File: config.mk
export PLATFORM = sky130hd
export DESIGN_NAME = vad_margin_smoother_top
export DESIGN_NICKNAME = d
export VERILOG_FILES = /design/src/hdl/vms_pkg.sv /design/src/hdl/vms_cfg.sv /design/src/hdl/vms_ctrl.sv /design/src/hdl/vms_dp.sv /design/src/hdl/vad_margin_smoother_top.sv
export SDC_FILE = /design/constraint.sdc
export NUM_CORES = 1
export LEC_CHECK = 0
export ABC_AREA = 1
export BUFFER_PORTS_ARGS = -buffer_cell sky130_fd_sc_hd__buf_2
export CAP_MARGIN = 5
export CORE_ASPECT_RATIO = 0.7
export CORE_MARGIN = 2
export CORE_UTILIZATION = 30
export CTS_CLUSTER_DIAMETER = 80
export CTS_CLUSTER_SIZE = 16
export DETAILED_ROUTE_END_ITERATION = 12
export GPL_TIMING_DRIVEN = 0
export HOLD_SLACK_MARGIN = 0.02
export PLACE_DENSITY = 0.49
export SETUP_SLACK_MARGIN = 0.2
export SYNTH_ARGS = -nofsm -noshare
export SYNTH_HDL_FRONTEND = slang
export SYNTH_SLANG_ARGS = --single-unit
File: constraint.sdc
create_clock -name i_clk -period 4.3 [get_ports i_clk]
set_clock_uncertainty 0.1 [all_clocks]
set_input_delay 0 -clock i_clk [delete_from_list [all_inputs] [get_ports i_clk]]
set_output_delay 0 -clock i_clk [all_outputs]
set_load 0.1 [all_outputs]
File: src/hdl/vms_pkg.sv
`default_nettype none
// ---------------------------------------------------------------------------
// vms_pkg
// Shared types and constants of the VAD margin smoother.
// ---------------------------------------------------------------------------
package vms_pkg;

    localparam int TAG_BITS        = 16;
    localparam int CACHE_DEPTH_DEF = 32;
    localparam int APB_ADDR_BITS   = 4;
    localparam int APB_DATA_BITS   = 32;

    // register indexes (paddr[3:2])
    localparam logic [1:0] REG_LEAD_FRAMES  = 2'd0;
    localparam logic [1:0] REG_HANG_FRAMES  = 2'd1;
    localparam logic [1:0] REG_ONSET_FRAMES = 2'd2;
    localparam logic [1:0] REG_FORCE_ENABLE = 2'd3;

    // result labels
    localparam logic [1:0] LBL_SIL    = 2'd0;
    localparam logic [1:0] LBL_SPEECH = 2'd1;
    localparam logic [1:0] LBL_END    = 2'd2;

    typedef enum logic [1:0] {
        MODE_SIL    = 2'd0,
        MODE_ONSET  = 2'd1,
        MODE_SPEECH = 2'd2,
        MODE_END    = 2'd3
    } t_mode;

    typedef struct packed {
        logic                kind;
        logic [TAG_BITS-1:0] frame_tag;
        logic                is_speech;
        logic                force_silence;
    } t_in_item;

    typedef struct packed {
        logic [TAG_BITS-1:0] out_tag;
        logic [1:0]          label;
        logic                raw_speech;
        logic                last;
    } t_out_item;

    typedef struct packed {
        logic [3:0] lead_frames;
        logic [7:0] hang_frames;
        logic [4:0] onset_frames;
        logic       force_enable;
    } t_cfg;

    // controller -> datapath
    typedef struct packed {
        logic accept;
        logic pop_a;
        logic pop_b;
        logic emit;
        logic last;
    } t_cmd;

    // datapath -> controller
    typedef struct packed {
        logic a_nz;
        logic a_one;
        logic b_nz;
        logic b_one;
        logic emit;
        logic out_free;
    } t_stat;

endpackage
`default_nettype wire

File: src/hdl/vms_cfg.sv
`default_nettype none
// ---------------------------------------------------------------------------
// vms_cfg
// APB register file holding the smoother configuration.
// ---------------------------------------------------------------------------
module vms_cfg
    import vms_pkg::*;
(
    input  logic                     i_clk,
    input  logic                     i_rst_n,
    input  logic                     psel,
    input  logic                     penable,
    input  logic                     pwrite,
    input  logic [1:0]               i_reg_idx,
    input  logic [APB_DATA_BITS-1:0] pwdata,
    output logic [APB_DATA_BITS-1:0] prdata,
    output t_cfg                     o_cfg
);

    t_cfg r_cfg;
    logic wr_en;

    assign wr_en = psel && penable && pwrite;
    assign o_cfg = r_cfg;

    always_ff @(posedge i_clk) begin
        if (!i_rst_n) begin
            r_cfg <= '0;
        end else if (wr_en) begin
            unique case (i_reg_idx)
                REG_LEAD_FRAMES:  r_cfg.lead_frames  <= pwdata[3:0];
                REG_HANG_FRAMES:  r_cfg.hang_frames  <= pwdata[7:0];
                REG_ONSET_FRAMES: r_cfg.onset_frames <= pwdata[4:0];
                REG_FORCE_ENABLE: r_cfg.force_enable <= pwdata[0];
            endcase
        end
    end

    always_comb begin
        unique case (i_reg_idx)
            REG_LEAD_FRAMES:  prdata = APB_DATA_BITS'(r_cfg.lead_frames);
            REG_HANG_FRAMES:  prdata = APB_DATA_BITS'(r_cfg.hang_frames);
            REG_ONSET_FRAMES: prdata = APB_DATA_BITS'(r_cfg.onset_frames);
            REG_FORCE_ENABLE: prdata = APB_DATA_BITS'(r_cfg.force_enable);
        endcase
    end

endmodule
`default_nettype wire

File: src/hdl/vms_ctrl.sv
`default_nettype none
// ---------------------------------------------------------------------------
// vms_ctrl
// Sequencer: takes an item, then drives the release pops and direct result.
// ---------------------------------------------------------------------------
module vms_ctrl
    import vms_pkg::*;
(
    input  logic  i_clk,
    input  logic  i_rst_n,
    input  logic  i_in_valid,
    output logic  o_in_ready,
    input  t_stat i_stat,
    output t_cmd  o_cmd
);

    typedef enum logic [4:0] {
        ST_IDLE  = 5'b00001,
        ST_PREP  = 5'b00010,
        ST_POP_A = 5'b00100,
        ST_POP_B = 5'b01000,
        ST_EMIT  = 5'b10000
    } t_state;

    t_state r_state;
    t_state n_state;

    assign o_in_ready = (r_state == ST_IDLE);

    always_comb begin
        n_state = r_state;
        o_cmd   = '0;
        unique case (r_state)
            ST_IDLE: begin
                if (i_in_valid) begin
                    o_cmd.accept = 1'b1;
                    n_state      = ST_PREP;
                end
            end
            ST_PREP: begin
                priority if (i_stat.a_nz) begin
                    n_state = ST_POP_A;
                end else if (i_stat.b_nz) begin
                    n_state = ST_POP_B;
                end else if (i_stat.emit) begin
                    n_state = ST_EMIT;
                end else begin
                    n_state = ST_IDLE;
                end
            end
            ST_POP_A: begin
                if (i_stat.out_free) begin
                    o_cmd.pop_a = 1'b1;
                    if (i_stat.a_one) begin
                        o_cmd.last = !i_stat.b_nz && !i_stat.emit;
                        priority if (i_stat.b_nz) begin
                            n_state = ST_POP_B;
                        end else if (i_stat.emit) begin
                            n_state = ST_EMIT;
                        end else begin
                            n_state = ST_IDLE;
                        end
                    end
                end
            end
            ST_POP_B: begin
                if (i_stat.out_free) begin
                    o_cmd.pop_b = 1'b1;
                    if (i_stat.b_one) begin
                        o_cmd.last = !i_stat.emit;
                        n_state    = i_stat.emit ? ST_EMIT : ST_IDLE;
                    end
                end
            end
            ST_EMIT: begin
                if (i_stat.out_free) begin
                    o_cmd.emit = 1'b1;
                    o_cmd.last = 1'b1;
                    n_state    = ST_IDLE;
                end
            end
            default: n_state = ST_IDLE;
        endcase
    end

    always_ff @(posedge i_clk) begin
        if (!i_rst_n) begin
            r_state <= ST_IDLE;
        end else begin
            r_state <= n_state;
        end
    end

endmodule
`default_nettype wire

File: src/hdl/vms_dp.sv
`default_nettype none
// ---------------------------------------------------------------------------
// vms_dp
// Datapath: mode and counters, frame cache memory, release plan, result reg.
// ---------------------------------------------------------------------------
module vms_dp
    import vms_pkg::*;
#(
    parameter int CACHE_DEPTH = CACHE_DEPTH_DEF
) (
    input  logic      i_clk,
    input  logic      i_rst_n,
    input  t_cfg      i_cfg,
    input  t_in_item  i_item,
    input  t_cmd      i_cmd,
    output t_stat     o_stat,
    input  logic      i_out_ready,
    output logic      o_out_valid,
    output t_out_item o_out
);

    localparam int AW         = $clog2(CACHE_DEPTH);
    localparam int CW         = (AW > 4) ? AW : 4;
    localparam int ENTRY_BITS = TAG_BITS + 1;
    localparam logic [AW-1:0] LAST_IDX = AW'(CACHE_DEPTH - 1);

    t_mode                 r_mode;
    logic [4:0]            r_onset;
    logic [7:0]            r_tail_cnt;
    logic [AW-1:0]         r_head;
    logic [AW-1:0]         r_tail;
    logic [AW-1:0]         r_fill;
    logic [AW-1:0]         r_cnt_a;
    logic [AW-1:0]         r_cnt_b;
    logic [1:0]            r_lab_a;
    logic [1:0]            r_lab_b;
    logic                  r_emit;
    logic [1:0]            r_emit_lab;
    logic                  r_emit_raw;
    logic [TAG_BITS-1:0]   r_tag;
    logic [ENTRY_BITS-1:0] r_mem [CACHE_DEPTH];
    logic [ENTRY_BITS-1:0] r_rd;
    logic                  r_out_valid;
    t_out_item             r_out;

    // release plan of the item on the input
    logic          p_pre;
    logic          p_push;
    logic          p_rel;
    logic [3:0]    p_keep;
    logic [1:0]    p_rel_lab;
    logic          p_emit;
    logic [1:0]    p_emit_lab;
    logic          p_emit_raw;
    t_mode         p_mode;
    logic [4:0]    p_onset;
    logic [7:0]    p_tail;

    logic [4:0]    onset_inc;
    logic [7:0]    tail_base;
    logic [7:0]    tail_inc;
    logic          ovf;
    logic [AW-1:0] fill2;
    logic [CW-1:0] fill2_x;
    logic [CW-1:0] keep_x;
    logic [AW-1:0] cnt_a;
    logic [AW-1:0] cnt_b;
    logic          pop;
    logic [AW-1:0] head_inc;
    logic [AW-1:0] tail_inc_ptr;
    logic [AW-1:0] rd_addr;

    assign onset_inc = (r_onset == 5'd31) ? r_onset : r_onset + 5'd1;
    assign tail_base = (r_mode == MODE_END) ? r_tail_cnt : 8'd0;
    assign tail_inc  = (tail_base == 8'hFF) ? tail_base : tail_base + 8'd1;

    always_comb begin
        p_pre      = 1'b0;
        p_push     = 1'b0;
        p_rel      = 1'b0;
        p_keep     = 4'd0;
        p_rel_lab  = LBL_SPEECH;
        p_emit     = 1'b0;
        p_emit_lab = LBL_SIL;
        p_emit_raw = 1'b0;
        p_mode     = r_mode;
        p_onset    = r_onset;
        p_tail     = r_tail_cnt;
        if (i_item.kind) begin
            p_rel     = 1'b1;
            p_rel_lab = (r_mode == MODE_SIL || r_mode == MODE_ONSET) ? LBL_SIL : LBL_SPEECH;
        end else begin
            unique case (r_mode)
                MODE_SIL: begin
                    if (!i_item.is_speech) begin
                        p_push    = 1'b1;
                        p_rel     = 1'b1;
                        p_keep    = i_cfg.lead_frames;
                        p_rel_lab = LBL_SIL;
                    end else if (i_cfg.onset_frames != 5'd0) begin
                        p_push  = 1'b1;
                        p_onset = 5'd1;
                        if (i_cfg.onset_frames == 5'd1) begin
                            p_rel  = 1'b1;
                            p_mode = MODE_SPEECH;
                        end else begin
                            p_mode = MODE_ONSET;
                        end
                    end else begin
                        p_mode     = MODE_SPEECH;
                        p_rel      = 1'b1;
                        p_emit     = 1'b1;
                        p_emit_lab = LBL_SPEECH;
                        p_emit_raw = 1'b1;
                    end
                end
                MODE_ONSET: begin
                    p_push = 1'b1;
                    if (!i_item.is_speech) begin
                        p_rel     = 1'b1;
                        p_keep    = i_cfg.lead_frames;
                        p_rel_lab = LBL_SIL;
                        p_mode    = MODE_SIL;
                    end else begin
                        p_onset = onset_inc;
                        if (onset_inc >= i_cfg.onset_frames) begin
                            p_rel  = 1'b1;
                            p_mode = MODE_SPEECH;
                        end
                    end
                end
                MODE_SPEECH, MODE_END: begin
                    if (r_mode == MODE_SPEECH && i_item.is_speech) begin
                        p_rel      = 1'b1;
                        p_emit     = 1'b1;
                        p_emit_lab = LBL_SPEECH;
                        p_emit_raw = 1'b1;
                    end else if (i_item.is_speech) begin
                        // speech again during the right margin
                        p_pre   = 1'b1;
                        p_push  = 1'b1;
                        p_onset = onset_inc;
                        p_mode  = MODE_SPEECH;
                        p_rel   = (onset_inc >= i_cfg.onset_frames);
                    end else begin
                        p_tail = tail_base;
                        p_emit = 1'b1;
                        priority if (i_cfg.force_enable && i_item.force_silence) begin
                            p_pre  = 1'b1;
                            p_mode = MODE_SIL;
                        end else if (i_cfg.hang_frames == 8'd0) begin
                            p_mode = MODE_SIL;
                        end else begin
                            p_pre  = 1'b1;
                            p_tail = tail_inc;
                            if (tail_inc >= i_cfg.hang_frames) begin
                                p_emit_lab = LBL_END;
                                p_mode     = MODE_SIL;
                            end else begin
                                p_emit_lab = LBL_SPEECH;
                                p_mode     = MODE_END;
                            end
                        end
                    end
                end
            endcase
        end
    end

    // cache occupancy arithmetic for the plan
    assign ovf = p_push && !p_pre && (r_fill == LAST_IDX);

    always_comb begin
        priority if (p_pre) begin
            fill2 = AW'(p_push);
        end else if (ovf) begin
            fill2 = r_fill;
        end else begin
            fill2 = r_fill + AW'(p_push);
        end
    end

    assign fill2_x = CW'(fill2);
    assign keep_x  = CW'(p_keep);
    assign cnt_a   = p_pre ? r_fill : AW'(ovf);
    assign cnt_b   = (p_rel && (fill2_x > keep_x)) ? AW'(fill2_x - keep_x) : '0;

    assign pop          = i_cmd.pop_a || i_cmd.pop_b;
    assign head_inc     = (r_head == LAST_IDX) ? '0 : r_head + AW'(1);
    assign tail_inc_ptr = (r_tail == LAST_IDX) ? '0 : r_tail + AW'(1);
    assign rd_addr      = pop ? head_inc : r_head;

    always_ff @(posedge i_clk) begin
        if (!i_rst_n) begin
            r_mode      <= MODE_SIL;
            r_onset     <= '0;
            r_tail_cnt  <= '0;
            r_head      <= '0;
            r_tail      <= '0;
            r_fill      <= '0;
            r_cnt_a     <= '0;
            r_cnt_b     <= '0;
            r_emit      <= 1'b0;
            r_out_valid <= 1'b0;
        end else begin
            if (i_cmd.accept) begin
                r_mode     <= p_mode;
                r_onset    <= p_onset;
                r_tail_cnt <= p_tail;
                r_fill     <= fill2 - cnt_b;
                r_cnt_a    <= cnt_a;
                r_cnt_b    <= cnt_b;
                r_emit     <= p_emit;
                if (p_push) begin
                    r_tail <= tail_inc_ptr;
                end
            end
            if (pop) begin
                r_head <= head_inc;
            end
            if (i_cmd.pop_a) begin
                r_cnt_a <= r_cnt_a - AW'(1);
            end
            if (i_cmd.pop_b) begin
                r_cnt_b <= r_cnt_b - AW'(1);
            end
            if (i_cmd.emit) begin
                r_emit <= 1'b0;
            end
            if (pop || i_cmd.emit) begin
                r_out_valid <= 1'b1;
            end else if (i_out_ready) begin
                r_out_valid <= 1'b0;
            end
        end
    end

    always_ff @(posedge i_clk) begin
        if (i_cmd.accept) begin
            r_lab_a    <= p_pre ? LBL_SPEECH : LBL_SIL;
            r_lab_b    <= p_rel_lab;
            r_emit_lab <= p_emit_lab;
            r_emit_raw <= p_emit_raw;
            r_tag      <= i_item.frame_tag;
        end
        if (pop) begin
            r_out.out_tag    <= r_rd[ENTRY_BITS-1:1];
            r_out.label      <= i_cmd.pop_a ? r_lab_a : r_lab_b;
            r_out.raw_speech <= r_rd[0];
            r_out.last       <= i_cmd.last;
        end else if (i_cmd.emit) begin
            r_out.out_tag    <= r_tag;
            r_out.label      <= r_emit_lab;
            r_out.raw_speech <= r_emit_raw;
            r_out.last       <= i_cmd.last;
        end
    end

    // frame cache
    always_ff @(posedge i_clk) begin
        if (i_cmd.accept && p_push) begin
            r_mem[r_tail] <= {i_item.frame_tag, i_item.is_speech};
        end
        r_rd <= r_mem[rd_addr];
    end

    assign o_stat.a_nz     = (r_cnt_a != '0);
    assign o_stat.a_one    = (r_cnt_a == AW'(1));
    assign o_stat.b_nz     = (r_cnt_b != '0);
    assign o_stat.b_one    = (r_cnt_b == AW'(1));
    assign o_stat.emit     = r_emit;
    assign o_stat.out_free = !r_out_valid || i_out_ready;

    assign o_out_valid = r_out_valid;
    assign o_out       = r_out;

endmodule
`default_nettype wire

File: src/hdl/vad_margin_smoother_top.sv
`default_nettype none
// ---------------------------------------------------------------------------
// vad_margin_smoother_top
// Hangover smoothing of per-frame speech/silence decisions.
// ---------------------------------------------------------------------------
// Frames wait in a CACHE_DEPTH-entry cache memory and are released with a
// smoothed label (silence, speech, speech end); an end item flushes the cache.
// One item at a time: an item is accepted, then the cache read turnaround
// (state ST_PREP) passes, then its results follow, at most CACHE_DEPTH of
// them. The single read port of the cache memory sets the rate of one result
// per cycle while the output is not stalled. Each result transfer carries
// last on the final result of its item; an item may produce no result.
// Configure through APB only while idle, with lead_frames + onset_frames
// below CACHE_DEPTH.
// ---------------------------------------------------------------------------
module vad_margin_smoother_top
    import vms_pkg::*;
#(
    parameter int CACHE_DEPTH = CACHE_DEPTH_DEF
) (
    input  logic                     i_clk,
    input  logic                     i_rst_n,
    input  logic                     psel,
    input  logic                     penable,
    input  logic                     pwrite,
    input  logic [APB_ADDR_BITS-1:0] paddr,
    input  logic [APB_DATA_BITS-1:0] pwdata,
    output logic [APB_DATA_BITS-1:0] prdata,
    output logic                     pready,
    input  logic                     i_in_valid,
    output logic                     o_in_ready,
    input  t_in_item                 i_in,
    output logic                     o_out_valid,
    input  logic                     i_out_ready,
    output t_out_item                o_out
);

    t_cfg  cfg;
    t_cmd  cmd;
    t_stat stat;

    assign pready = 1'b1;

    vms_cfg u_cfg (
        .i_clk     (i_clk),
        .i_rst_n   (i_rst_n),
        .psel      (psel),
        .penable   (penable),
        .pwrite    (pwrite),
        .i_reg_idx (paddr[3:2]),
        .pwdata    (pwdata),
        .prdata    (prdata),
        .o_cfg     (cfg)
    );

    vms_ctrl u_ctrl (
        .i_clk      (i_clk),
        .i_rst_n    (i_rst_n),
        .i_in_valid (i_in_valid),
        .o_in_ready (o_in_ready),
        .i_stat     (stat),
        .o_cmd      (cmd)
    );

    vms_dp #(
        .CACHE_DEPTH (CACHE_DEPTH)
    ) u_dp (
        .i_clk       (i_clk),
        .i_rst_n     (i_rst_n),
        .i_cfg       (cfg),
        .i_item      (i_in),
        .i_cmd       (cmd),
        .o_stat      (stat),
        .i_out_ready (i_out_ready),
        .o_out_valid (o_out_valid),
        .o_out       (o_out)
    );

    a_idle_nothing_pending: assert property (@(posedge i_clk) disable iff (!i_rst_n)
        o_in_ready |-> (!stat.a_nz && !stat.b_nz && !stat.emit))
        else $error("ready while results are still pending");

    a_one_command: assert property (@(posedge i_clk) disable iff (!i_rst_n)
        $onehot0({cmd.accept, cmd.pop_a, cmd.pop_b, cmd.emit}))
        else $error("more than one datapath command in a cycle");

    a_load_needs_room: assert property (@(posedge i_clk) disable iff (!i_rst_n)
        (cmd.pop_a || cmd.pop_b || cmd.emit) |-> stat.out_free)
        else $error("result loaded over an untaken transfer");

    a_last_ends_item: assert property (@(posedge i_clk) disable iff (!i_rst_n)
        cmd.last |=> o_in_ready)
        else $error("item not finished after its last result");

endmodule
`default_nettype wire
==> results.yml <==
status:
  outcome: "completed"
worst_setup_path:
  start_kind: "register"
  critPathBufInv: 5
  path_depth: 27
  ff2ff_path_depth: 27
  cp.required_ns: 4.74
  path_common_cell: "inv_1"
  crit_slowest_cell: "fa_2"
  cp_max_fo: 8
  crit_type: "reg2reg"
  critPathCaptureType: "register"
  cpPeakStageDelay_ns: 0.42
  cp_top_family: "simple AND/OR/NAND/NOR gates"
  worst_ep_arrival_time_ns: 4.24
sta:
  worstMarginPinSlew_ns: 1.190
  grt_setup_unrepaired: "false"
  finalMaxSlewViolations: 0
  fmax_mhz: 263.3
  hold_viol_final: 0
  fin_crit_sh_pct: 88.34
  min_period_ns: 3.798
  finalSetupViolCount: 0
  max_slew_margin_pct: 20.43
  tns_ns: 0
final_layout:
  area_growth_pct: 15.84
  fillers: 9950
  final_nets: 3177
  fin_util_pct: 34.93
  drive_gt1_share_pct: 11.40
clocking:
  clk_latency_ns: 0.62
  clock_sinks: 667
  cts_buffers: 47
  cts_htree_levels: 2
  clockBufferDepth: 3
  cts.clk_slew.worst_paths_ns: 0.08
  cts_root_buffer: "clkbuf_16"
  cts_tree: "done"
synthesis:
  syn_area_per_cell_um2: 10.31
  synth_top_area_cell: "edfxtp_1"
  yosys_warnings: 0
  syn_area_um2: 29410
  synthFlopType: "edfxtp_1"
  synth_commonest_cells: "nand2_1, edfxtp_1, nand3_1, inv_1, nor2_1"
  synth_top_area_share_pct: 59.72
  ys_seq_elements: 667
  ys_top_cells_by_area: "edfxtp_1, nand2_1, dfxtp_1"
  synth.most_common_cell: "nand2_1"
  synth-edff-count: 585
  synthesis.instances: 2852
  synth_cell_types: 45
  synthArstFlopShare_pct: 0
  yosysSeqAreaShare_pct: 65.31
die:
  io_pins: 117
  fp.dieW_um: 378.3
  die-height_um: 266.0
  start_util_pct: 30.16
  fp-row-count: 96
  coreArea_um2: 97530
  die_area_um2: 100600
drt:
  first_iter_violations: 2441
  ant_nets: 0
  drc: 0
  drt-total-wl_um: 93410
  wl_per_cell_um: 21.09
  vias_per_cell: 4.750
  firstDrtPassIters: 5
  vias: 21038
flow_run:
  maxCapViolCount: 0
pwr:
  finalPower_mw: 12.60
  p_leak_nw: 12.97
  power_density_nw_per_um2: 369.8
  vdd_drop_max_mv: 0.2636
placement:
  dpl.hpwl_um: 63900
  routabilityCongestion: 0.8812
  portBuffers: 65
grt:
  grt_pass1_vias: 19791
  overflow: 0
  grt_usage_pct: 18.52
  grt_pass1_wl_um: 136200
  antenna_found_initial: 3
  grt_max_degree: 34
hold_path:
  hold_path_depth: 1
  hp-class: "in2reg"
==> cell type report <==
cell class              count  area [µm²]  share of cell area [%]
plain buffers             158       893.4                   2.622
clock buffers              72        1270                   3.727
clock inverters             4       31.28                 0.09181
flip-flops and latches    667       19210                   56.38
inverters                 275        1035                   3.037
multi-input cells        1775        8642                   25.36
diodes                      1       2.502                0.007345
well taps                1323        1655                   4.858
repair buffers            154        1333                   3.911
==> worst reg2reg max path: stages, from the launching register on <==
cell and delay, ns:
dfxtp_1 0.31, buf_4 0.16, inv_4 0.08, nand2_4 0.07, nor2_4 0.12, nand3_4 0.11
nand3_4 0.10, inv_1 0.08, ha_2 0.20, ha_4 0.19, o21ai_4 0.17, a31oi_4 0.07
ha_4 0.31, nand3_1 0.07, nand2_1 0.08, nand2_1 0.05, inv_1 0.07, o22ai_2 0.07
nand3_2 0.11, nand2_4 0.10, nor2_4 0.12, inv_1 0.08, fa_2 0.42, a21oi_2 0.14
nor2_1 0.06, nor2_1 0.08, nand3_1 0.08, a31oi_1 0.15
==> report_power, final <==
group	switching, mW	internal [mW]
registers	0.0491	7.11
logic	0.804	0.346
clock network	2.25	2.04
total	3.11	9.49
==> worst paths after layout <==
| path | endpoint | slack, ns | startpoint |
|---|---|---|---|
| hold reg to reg | u_dp.r_onset[4] | 0.38 | u_dp.r_onset[4] |
| setup / recovery | u_dp.r_fill[4] | 0.50 | u_dp.r_mode[1] |
| setup reg to reg | u_dp.r_fill[4] | 0.50 | u_dp.r_mode[1] |
| hold / removal | u_dp.r_mem[25][9] | 0.03 | i_in[10] |
==> layout by cell type, fill, tap and decap left out, drive strengths merged, types with 5 or more instances in the layout <==
master,n
nor3,15
ha,35
inv,275
a21oi,56
xnor2,5
nor2,124
dfxtp,82
conb,25
a31oi,13
xor2,10
edfxtp,585
a211oi,5
dlygate4sd3,46
o21ai,108
nand2,940
nand4,11
buf,221
nand3b,52
clkbuf,117
o211ai,52
nand3,295
==> per-stage QoR <==
| stage | area [µm²] | instances | setup slack [ns] | hold WS [ns] |
|---|---|---|---|---|
| 2_1_floorplan | 29510 | 2875 | -0.1569 | -0.001131 |
| 3_3_place_gp | 31490 | 4263 | -1.319 | 0.1817 |
| 3_5_place_dp | 32040 | 4295 | -0.8021 | 0.1921 |
| 4_1_cts | 33890 | 4420 | 0.2136 | 0.02396 |
| 5_1_grt | 34070 | 4428 | 0.1954 | 0.04561 |
| 6_report | 34070 | 4429 | 0.5016 | 0.03281 |
==> metal layers <==
layer  part of all wire [%]  GRT usage, %
met3                    8.6         3.770
met4                    1.4         3.360
met5                      0             0
met1                     50         29.91
met2                     40         25.15
==> repair_timing <==
action | 4_1_cts | 5_1_grt
pin swaps | 3 | 7
hold endpoints to repair | 421 | 0
setup endpoints to repair | 4 | 5
gates cloned | 0 | 0
resized for setup | 17 | 24
hold buffers | 46 | 0
setup buffers | 3 | 8
==> cells by family (layout without fill, tap and decap cells) <==
group | count (synthesis) | in the layout | synth area share [%]
XOR/XNOR | 15 | 15 | 0.4466
AND/OR/NAND/NOR | 1445 | 1445 | 20.97
flip-flops | 667 | 667 | 65.31
adder cells (fa/ha/maj) | 37 | 37 | 1.625
other | 2 | 26 | 0.02553
AO/OA/AOI/OAI | 253 | 253 | 5.092
buffers and inverters | 433 | 663 | 6.538
==> registers in the layout, indices dropped and copies added (netlist names), 5 cells and up <==
| name | count |
|---|---|
| u_dp.r_mem | 544 |
| u_dp.r_tag | 16 |
| u_ctrl.r_state | 5 |
| u_dp.r_cnt_b | 5 |
| u_dp.r_onset | 5 |
| u_dp.r_cnt_a | 5 |
| u_dp.r_head | 5 |
| u_dp.r_rd | 17 |
| u_dp.r_tail | 5 |
| u_dp.o_out | 20 |
| u_dp.r_tail_cnt | 8 |
| u_dp.r_fill | 5 |
| u_cfg.o_cfg | 18 |
Note: power is estimated with default switching activity, not from simulation.
